$ cat config.mk
export PLATFORM = sky130hd
export DESIGN_NAME = sa_ctrl
export DESIGN_NICKNAME = d
export VERILOG_FILES = /design/src/hdl/sa_pkg.sv /design/src/hdl/sa_ctrl.sv
export SDC_FILE = /design/constraint.sdc
export NUM_CORES = 1
export LEC_CHECK = 0
export ABC_AREA = 1
export BUFFER_PORTS_ARGS = -buffer_cell sky130_fd_sc_hd__clkbuf_2
export CORE_AREA = 5 5 42 44
export DETAILED_ROUTE_END_ITERATION = 10
export DIE_AREA = 0 0 47 49
export GPL_TIMING_DRIVEN = 0
export PLACE_DENSITY = 0.46
export SYNTH_ARGS = -nofsm -noshare
export SYNTH_HDL_FRONTEND = slang
export SYNTH_SLANG_ARGS = --single-unit
$ cat constraint.sdc
create_clock -name clk -period 1.2 [get_ports clk]
set_clock_uncertainty 0.1 [all_clocks]
set_input_delay 0.06 -clock clk [delete_from_list [all_inputs] [get_ports clk]]
set_output_delay 0.06 -clock clk [all_outputs]
set_load 0.005 [all_outputs]
$ cat src/hdl/sa_pkg.sv
// shared types and constants for the slab allocator
// holds transaction structs, controller/datapath links and register map
package sa_pkg;

  localparam int FREE_DEPTH_DEF = 1024;
  localparam int ADDR_BITS_DEF  = 32;
  localparam int DATA_W         = 32;
  localparam int CFG_AW         = 4;

  localparam logic [DATA_W-1:0] OBJ_BYTES_RST = 32'd16;

  // register index, taken from paddr[3:2]
  localparam logic [1:0] REG_BASE  = 2'd0;
  localparam logic [1:0] REG_BYTES = 2'd1;
  localparam logic [1:0] REG_OBJ   = 2'd2;

  localparam logic ACT_ALLOC = 1'b0;
  localparam logic ACT_FREE  = 1'b1;

  typedef struct packed {
    logic              action;
    logic [DATA_W-1:0] freed_address;
  } in_item_t;

  typedef struct packed {
    logic [DATA_W-1:0] granted_address;
    logic              granted;
    logic              overflow;
  } out_item_t;

  // controller to datapath
  typedef struct packed {
    logic take;      // latch the accepted request
    logic exec;      // run pop read, bump, or push
    logic fetch;     // capture popped address into the result
    logic load_out;  // move the result to the output register
  } ctrl_cmd_t;

  // datapath to controller
  typedef struct packed {
    logic pop;       // pending request pops the free stack
  } dp_sts_t;

endpackage

$ cat src/hdl/sa_ctrl.sv
// controller state machine for the slab allocator
// depends on sa_pkg for the command and status structs
module sa_ctrl (
  input  logic               clk,
  input  logic               rst_n,
  input  logic               in_valid,
  output logic               in_stall,
  output logic               out_valid,
  input  logic               out_stall,
  input  sa_pkg::dp_sts_t    sts,
  output sa_pkg::ctrl_cmd_t  cmd
);
  import sa_pkg::*;

  typedef enum logic [1:0] {
    S_IDLE,
    S_EXEC,
    S_FETCH,
    S_POST
  } state_t;

  state_t state_r, state_nxt;
  logic   out_valid_r, out_valid_nxt;

  always_comb begin
    state_nxt     = state_r;
    out_valid_nxt = out_valid_r;
    cmd           = '0;
    // result register drains independently of the request side
    if (out_valid_r && !out_stall) begin
      out_valid_nxt = 1'b0;
    end
    case (state_r)
      S_IDLE: begin
        if (in_valid) begin
          cmd.take  = 1'b1;
          state_nxt = S_EXEC;
        end
      end
      S_EXEC: begin
        cmd.exec  = 1'b1;
        state_nxt = sts.pop ? S_FETCH : S_POST;
      end
      S_FETCH: begin
        cmd.fetch = 1'b1;
        state_nxt = S_POST;
      end
      S_POST: begin
        if (!out_valid_r || !out_stall) begin
          cmd.load_out  = 1'b1;
          out_valid_nxt = 1'b1;
          state_nxt     = S_IDLE;
        end
      end
      default: begin
        state_nxt = S_IDLE;
      end
    endcase
  end

  always_ff @(posedge clk) begin
    if (!rst_n) begin
      state_r     <= S_IDLE;
      out_valid_r <= 1'b0;
    end else begin
      state_r     <= state_nxt;
      out_valid_r <= out_valid_nxt;
    end
  end

  assign in_stall  = (state_r != S_IDLE);
  assign out_valid = out_valid_r;

endmodule

==> results_dict.tcl, run 1 <==
set metrics [dict create \
    outcome "complete, no violations" \
    dp_hpwl_microns 402 \
    period_needed_ns 1.19 \
    instances_no_fill 68 \
    die-area_sq_mm 0.00230 \
    rows 14 \
    clkTransAtPathRegs_ns 0.04 \
    seq_area_frac_synth_pct 24.9 \
    maxSlewViolCount 0 \
    seqPwrFrac_pct 25.4 \
    drt_iter0_markers 1 \
    startpoint_type "register" \
    clockBufferDepth 2 \
    clock_latency_ns 0.23 \
    drive_gt1_share_pct 50.0 \
    boundaryPins 11 \
    powerDensity_mw_per_mm2 2150 \
    p_int_w 0.000533 \
    synth_cell_type_count 9 \
    hold_violations 0 \
    post-route-period-util_pct 99.0 \
    maxCapViolations 0 \
    p_switching_w 0.000372 \
    antenna_found_initial 0 \
    cts_buffers 3 \
    swShare_pct 41.1 \
    area_delta_synth_final_pct 74.6 \
    viasPerCell 3.84 \
    ys_ff_latch 3 \
    port_buffers 10 \
    wire_per_inst_microns 9.38 \
    antenna_left 0 \
    syn_avg_cell_area_sq_um 7.10 \
    dp_cells 60 \
    gp_congestion 0.606 \
    coreArea_sq_mm 0.00140 \
    dieHeight_microns 49 \
    fin_util_pct 30.1 \
    cts_sinks 3 \
    cts-root-buf "clkbuf_4" \
    cts_htree_levels 1 \
    cp.arrival_ns 1.03 \
    die_w_microns 47 \
    synth_cells 34 \
    first_pass_iters 2 \
    syn_nets 44 \
    power_leakage_nw 0.219 \
    wl_microns 638 \
    finalSetupTns_ns 0 \
    setup_violations 0 \
    final_nets 63 \
    drc 0 \
    cp_data_required_time_ns 1.04 \
    clockPowerShare_pct 19.3 \
    critPathCaptureType "primary output" \
    crit_fanout 4 \
    grt_pass1_vias 248 \
    grt_pass1_wl_microns 986 \
    synth_area_sq_um 241 \
    n_fill_cell 171 \
    initial_core_util_pct 17.2 \
    clock.fmax_mhz 842 \
    n_antenna_cell 0 \
    crit_type "reg2out" \
    most-common-layout-cells "9 x clkbuf_2, 8 x nand2_1, 6 x inv_1" \
    max_slew_margin_pct 85.0 \
    final_common_cell "clkbuf_2" \
    critPathLaunch "state_r[1]$_SDFFE_PN0P_" \
    vias 261 \
    grt_setup_unrepaired "true" \
    grt_use_total_pct 6.40 \
    min_from "sts" \
    tightest_slew_ns 0.225 \
    peakVddDrop_mv 0.576 \
    p_comb_share_pct 55.3 \
    reg2reg_from "state_r[1]$_SDFFE_PN0P_" \
    ys_warn_count 0 \
    hold_path_class "in2reg" \
    grt_max_degree 6 \
    overflow 0 \
    cts_tree "built" \
]
cells in the mapped netlist, drive strengths merged:
library cell	n	area (sq um)
a21oi	4	23.8
dfxtp	3	60.1
nand3	4	25.0
ha	5	62.6
nand2	9	36.3
inv	9	33.8
power groups by stage:
stage | Sequential, W | Combinational [W] | Clock (W)
after detailed placement | 0.000183 | 0.000391 | 0
after CTS | 0.000221 | 0.000447 | 0.000183
final | 0.000230 | 0.000500 | 0.000175
after floorplan | 0.000171 | 0.000272 | 0
after global placement | 0.000183 | 0.000388 | 0
after global routing | 0.000237 | 0.000588 | 0.000193
metrics by stage:
stage	cell area, sq um	power, W	worst slack, ns	hold slack [ns]
6_report	422	0.000905	0.0120	0.105
5_1_grt	422	0.00102	-0.0712	0.147
4_1_cts	390	0.000851	0.00742	0.102
3_5_place_dp	312	0.000574	-0.0396	0.228
3_3_place_gp	312	0.000571	-0.0419	0.231
2_1_floorplan	241	0.000444	0.0543	0.0713
final timing paths:
| check | endpoint | slack, ns | cells past startpoint |
|---|---|---|---|
| max | cmd[0] | 0.01 | 4 |
| min | state_r[0]$_SDFFE_PN0P_ | 0.10 | 6 |
| max reg2reg | state_r[0]$_SDFFE_PN0P_ | 0.08 | 5 |
| min reg2reg | state_r[0]$_SDFFE_PN0P_ | 0.41 | 2 |
per-layer routing:
metal | track usage (%) | wire (microns) | part of all wire (%) | up-vias
met5 | 0 | 0 | 0 | -
met4 | 4.15 | 0 | 0 | 0
met3 | 5.54 | 52 | 8.2 | 0
met2 | 7.69 | 341 | 53 | 11
met1 | 7.22 | 244 | 38 | 110
li1 | - | - | - | 140
cells by family (layout without fill, tap and decap cells):
group / count (synthesis) / count (layout) / synth area share [%]
and+or+nand+nor: 13 / 13 / 25.4
AOI/OAI and AO/OA: 4 / 4 / 9.84
adders and majority gates: 5 / 5 / 25.9
buffers and inverters: 9 / 27 / 14.0
DFF: 3 / 3 / 24.9
worst max-delay path, stage by stage, from the launching register on:
cell and delay (ns):
dfxtp_4 0.38, ha_4 0.14, inv_2 0.04, a21oi_2 0.11, buf_2 0.13
sequential cells by signal, indices dropped and copies added, names as in the netlist:
signal	flops
out_valid	1
state_r	2
area by class of cell:
type                            instances  area [sq um]  share of cell area, %
Timing Repair Buffer                   14          85.1                   20.2
Multi-Input combinational cell         22           184                   43.6
Inverter                                9          38.8                   9.20
Clock buffer                            4          26.3                   6.23
Sequential cell                         3          67.6                   16.0
Tap cell                               16          20.0                   4.75
repair_timing:
action,in CTS,in global routing
hold buffers,2,0
gates resized for setup,10,6
pin swaps,1,2
buffers inserted,0,2
endpoints found under the hold margin,3,0
endpoints found under the setup margin,6,5
Power figures use the tool's default switching activity.
==> run 2: changes to the inputs <==
Settings changed: CAP_MARGIN from default to 15, GPL_TIMING_DRIVEN 0 to default.
==> run 2 against run 1 <==
Net effect: first-iteration DRC count grew to 3.0 times the previous value; non-clock buffer count grew 3; register-to-register slack lost 0.04 ns; maximum frequency grew 0.19%; sequential power shrank 3%; die area is the same; critical path type unchanged.
==> results_dict.tcl, run 2 (synthesis gave the netlist of run 1 again) <==
set metrics [dict create \
    overflow 0 \
    gp_congestion 0.662 \
    die_w_microns 47 \
    wl_microns 632 \
    dp_hpwl_microns 420 \
    final_common_cell "clkbuf_2" \
    maxCapViolations 0 \
    hold_violations 0 \
    coreArea_sq_mm 0.00140 \
    grt_max_degree 5 \
    reg2regPathDepth 7 \
    drc 0 \
    cts_buffers 3 \
    peakVddDrop_mv 0.526 \
    cts-root-buf "clkbuf_4" \
    cts_tree "built" \
    regMostFlops "state_r" \
    area_delta_synth_final_pct 96.4 \
    most-common-layout-cells "9 x clkbuf_2, 6 x inv_1, 6 x nand2_1" \
    clkTransAtPathRegs_ns 0.04 \
    largest_reg_flops 2 \
    finalPower_w 0.00109 \
    critPathCaptureType "primary output" \
    design_area_sq_um 474 \
    whs_endpoint "state_r[0]$_SDFFE_PN0P_" \
    hold_slack_ns 0.109 \
    period_needed_ns 1.19 \
    viasPerCell 3.82 \
    place_area_sq_um 342 \
    antenna_found_initial 0 \
    wire_per_inst_microns 8.90 \
    worst_path_max_delay_cell "dfxtp_4" \
    die-area_sq_mm 0.00230 \
    crit_buf_inv 2 \
    clock_latency_ns 0.23 \
    crit_path_max_incr_delay_ns 0.36 \
    clockBufferDepth 2 \
    max_slew_margin_pct 88.4 \
    tightest_slew_ns 0.173 \
    cts_htree_levels 1 \
    antenna_left 0 \
    rows 14 \
    final_nets 66 \
    cp_cell_sequence "buf_4, ha_2, clkbuf_2" \
    startpoint_type "register" \
    clock.fmax_mhz 843 \
    multi_input_area_sq_um 206 \
    min_path_cells 6 \
    crit_fanout 3 \
    hold_path_class "in2reg" \
    cp_top_family "flip-flops" \
    n_fill_cell 159 \
    power_leakage_nw 0.243 \
    critPathLaunch "state_r[0]$_SDFFE_PN0P_" \
    port_buffers 10 \
    maxSlewViolCount 0 \
    dieHeight_microns 49 \
    initial_core_util_pct 17.2 \
    grt_setup_unrepaired "true" \
    boundaryPins 11 \
    reg2reg_from "state_r[1]$_SDFFE_PN0P_" \
    ff_latch_area_sq_um 67.6 \
    drive_gt1_share_pct 61.8 \
    first_pass_iters 2 \
    min_from "sts" \
    vias 271 \
    n_antenna_cell 0 \
    cts_sinks 3 \
    drt_iter0_markers 3 \
    crit_type "reg2out" \
    worst-r2r-setup-slack_ns 0.04 \
    outcome "complete, no violations" \
    powerDensity_mw_per_mm2 2300 \
    post-route-period-util_pct 98.8 \
    cp.arrival_ns 1.03 \
    cp_data_required_time_ns 1.04 \
    grt_use_total_pct 5.48 \
    grt_pass1_wl_microns 952 \
    setup_violations 0 \
    grt_pass1_vias 248 \
    timing.rr.end "state_r[0]$_SDFFE_PN0P_" \
]
==> run 2: changes by cell type in the layout (fill, tap and decap cells not counted), moves of 2 or more <==
cell	previous run	this run
nand3_2	0	2
ha_1	3	1
nand2_1	8	6
buf_6	0	2
==> run 2: what timing repair did <==
item	CTS	global route
endpoints found under the setup margin	4	6
pin swaps	1	6
buffers inserted	2	0
resized for setup	9	15
hold buffers	2	0
endpoints found under the hold margin	3	0
==> run 2: tightest hold or removal path, cell delays in order <==
cell	delay [ns]
clkbuf_2	0.08
inv_1	0.04
nand2_2	0.05
nand3_2	0.07
nand2_2	0.07
a21oi_2	0.05
==> run 2: area by class of cell <==
cell class              instances  share of cell area (%)
clock buffers                   4                    5.54
inverters                       9                    8.18
multi-input cells              22                    43.5
flip-flops and latches          3                    14.2
well taps                      16                    4.22
repair buffers                 17                    24.3
==> run 2: per-layer routing <==
metal	wire, microns	global-route usage (%)	vias to the layer above
met5	0	0	-
li1	-	-	146
met4	0	4.15	0
met1	274	6.33	117
met2	322	8.37	8
met3	35	1.11	0
==> run 2: where the power goes <==
part / switching (W) / internal, W / leakage [nW]
Sequential: 0.0000647 / 0.000157 / 0.0259
Combinational: 0.000318 / 0.000378 / 0.202
Clock: 0.0000510 / 0.000125 / 0.0150
Total: 0.000434 / 0.000660 / 0.243
==> run 2: stage by stage <==
| stage | TNS [ns] | instances | utilization (%) | setup WS [ns] |
|---|---|---|---|---|
| 2_1_floorplan | 0 | 34 | - | 0.0543 |
| 3_3_place_gp | 0 | 64 | 24.4 | 0.0226 |
| 3_5_place_dp | 0 | 64 | 24.4 | 0.0102 |
| 4_1_cts | -0.0208 | 71 | 29.9 | -0.0208 |
| 5_1_grt | -0.0553 | 71 | 33.8 | -0.0217 |
| 6_report | 0 | 71 | 33.8 | 0.0142 |
==> run 2: how the worst max path moves through the flow <==
stage	end	slack [ns]	depth (start not counted)
floorplan	state_r[0]$_SDFFE_PN0P_	0.05	6
global placement	state_r[0]$_SDFFE_PN0P_	0.02	6
detailed placement	state_r[0]$_SDFFE_PN0P_	0.01	6
CTS	cmd[0]	-0.02	4
global route	cmd[3]	-0.02	5
finish	cmd[2]	0.01	3
==> run 3: changes to the inputs <==
==> constraint.sdc (replaced) <==
create_clock -name clk -period 1.2 [get_ports clk]
set_clock_uncertainty 0.1 [all_clocks]
set_input_delay 0 -clock clk [delete_from_list [all_inputs] [get_ports clk]]
set_output_delay 0 -clock clk [all_outputs]
set_load 0.005 [all_outputs]
==> run 3 against run 2 <==
Net effect: count of clock-buffer cells in the layout stayed put; routed wire length decreased by 13%; setup slack better by 0.037 ns; global-route usage unchanged; flip-flop and latch count unchanged; first-iteration DRC count decreased by 100%; sequential share of layout area is 1.0 points higher; highest routed layer unchanged.
==> results_dict.tcl, run 3 (synthesis gave the netlist of run 1 again) <==
set metrics [dict create \
    setup_violations 0 \
    crit_path_max_incr_delay_ns 0.34 \
    reg2reg_from "state_r[0]$_SDFFE_PN0P_" \
    drc 0 \
    cts_htree_levels 1 \
    grt_pass1_wl_microns 952 \
    final_nets 65 \
    area_delta_synth_final_pct 69.9 \
    antenna_found_initial 0 \
    peakVddDrop_mv 0.477 \
    place_ws_ns 0.0102 \
    finalSetupTns_ns 0 \
    p_switching_w 0.000355 \
    die_w_microns 47 \
    n_antenna_cell 0 \
    cp.arrival_ns 1.05 \
    coreArea_sq_mm 0.00140 \
    boundaryPins 11 \
    initial_core_util_pct 17.2 \
    wire_per_inst_microns 7.90 \
    powerDensity_mw_per_mm2 2240 \
    vias 255 \
    clockPowerShare_pct 19.4 \
    cp_cell_sequence "inv_2, buf_4, ha_1, clkbuf_2" \
    worst_path_max_delay_cell "dfxtp_2" \
    cts_buffers 3 \
    dp_cells 64 \
    place_area_sq_um 342 \
    seqPwrFrac_pct 19.4 \
    clockBufferDepth 2 \
    grt_use_total_pct 5.48 \
    dieHeight_microns 49 \
    hold_violations 0 \
    critPathLaunch "state_r[0]$_SDFFE_PN0P_" \
    p_int_w 0.000563 \
    crit_type "reg2out" \
    power_leakage_nw 0.228 \
    port_buffers 10 \
    cts_sinks 3 \
    instances_no_fill 70 \
    viasPerCell 3.64 \
    maxCapViolations 0 \
    cp_top_family "flip-flops" \
    grt_setup_unrepaired "false" \
    overflow 0 \
    design_area_sq_um 410 \
    regMostFlops "state_r" \
    n_fill_cell 165 \
    fin_ws_ns 0.0510 \
    crit_fanout 3 \
    drt_iter0_markers 0 \
    p_comb_share_pct 61.2 \
    maxSlewViolCount 0 \
    period_needed_ns 1.15 \
    grt_max_degree 5 \
    clkTransAtPathRegs_ns 0.04 \
    clock.fmax_mhz 870 \
    swShare_pct 38.7 \
    rows 14 \
    finalPower_w 0.000919 \
    most-common-layout-cells "10 x clkbuf_2, 8 x nand2_1, 7 x inv_1, 4 x buf_4" \
    hold_path_class "in2reg" \
    final_common_cell "clkbuf_2" \
    outcome "complete, no violations" \
    cts-root-buf "clkbuf_4" \
    min_from "in_valid" \
    grt_pass1_vias 248 \
    clock_latency_ns 0.23 \
    crit_buf_inv 3 \
    cp_data_required_time_ns 1.10 \
    critPathCaptureType "primary output" \
    drive_gt1_share_pct 50.0 \
    gp_congestion 0.662 \
    antenna_left 0 \
    dp_hpwl_microns 420 \
    tightest_slew_ns 0.150 \
    max_slew_margin_pct 90.0 \
    first_pass_iters 1 \
    cts_tree "built" \
    wl_microns 553 \
    die-area_sq_mm 0.00230 \
    post-route-period-util_pct 95.7 \
    largest_reg_flops 2 \
    startpoint_type "register" \
]
run 3: cell types whose count changed in the layout (fill, tap and decap cells not counted), sizes merged:
cell / change
clkbuf: +1
buf: -2
run 3: through the flow:
| stage | hold slack [ns] | utilization [%] |
|---|---|---|
| detailed placement | 0.171 | 24.4 |
| finish | 0.0516 | 29.3 |
| CTS | 0.0458 | 28.7 |
| global route | 0.0807 | 29.3 |
| floorplan | -0.0487 | - |
| global placement | 0.167 | 24.4 |
run 3: final timing paths:
path | endpoint | slack, ns | cells after the start
worst min register to register | out_valid$_SDFF_PN0_ | 0.41 | 2
worst max-delay path | cmd[1] | 0.05 | 4
worst min-delay path | state_r[0]$_SDFFE_PN0P_ | 0.05 | 5
worst max register to register | state_r[0]$_SDFFE_PN0P_ | 0.07 | 7
run 3: power by group through the flow:
stage / combinational, W / sequential [W] / clock, W
floorplan: 0.000272 / 0.000171 / 0
global placement: 0.000498 / 0.000170 / 0
detailed placement: 0.000501 / 0.000170 / 0
CTS: 0.000541 / 0.000181 / 0.000186
global route: 0.000651 / 0.000185 / 0.000190
finish: 0.000562 / 0.000178 / 0.000178
run 3: timing repair:
action / 4_1_cts / 5_1_grt
setup buffers: 1 / 0
hold buffers: 2 / 0
setup endpoints to repair: 3 / 1
resized for setup: 6 / 2
pin swaps: 1 / 1
endpoints found under the hold margin: 3 / 0
gates cloned: 0 / 0
run 3: cell type report:
class | count | area, sq um | area share [%]
inverters | 9 | 33.8 | 8.23
clock buffers | 4 | 26.3 | 6.40
well taps | 16 | 20.0 | 4.88
repair buffers | 16 | 100 | 24.4
flip-flops and latches | 3 | 62.6 | 15.2
multi-input cells | 22 | 168 | 40.9
run 3: routing by layer:
layer  wire length, microns  vias up  GRT usage (%)  part of all wire (%)
met3                     32        0           1.11                   5.8
met1                    269      108           6.33                    49
li1                       -      141              -                     -
met4                      0        0           4.15                     0
met5                      0        -              0                     0
met2                    251        6           8.37                    45
run 3: worst reg2reg max path, delay by kind of cell, from the launching register on:
family	cells	cell delay [ns]
AOI/OAI and AO/OA	1	0.05
adders and majority gates	1	0.18
buffers and inverters	3	0.24
DFF	1	0.34
and+or+nand+nor	2	0.12
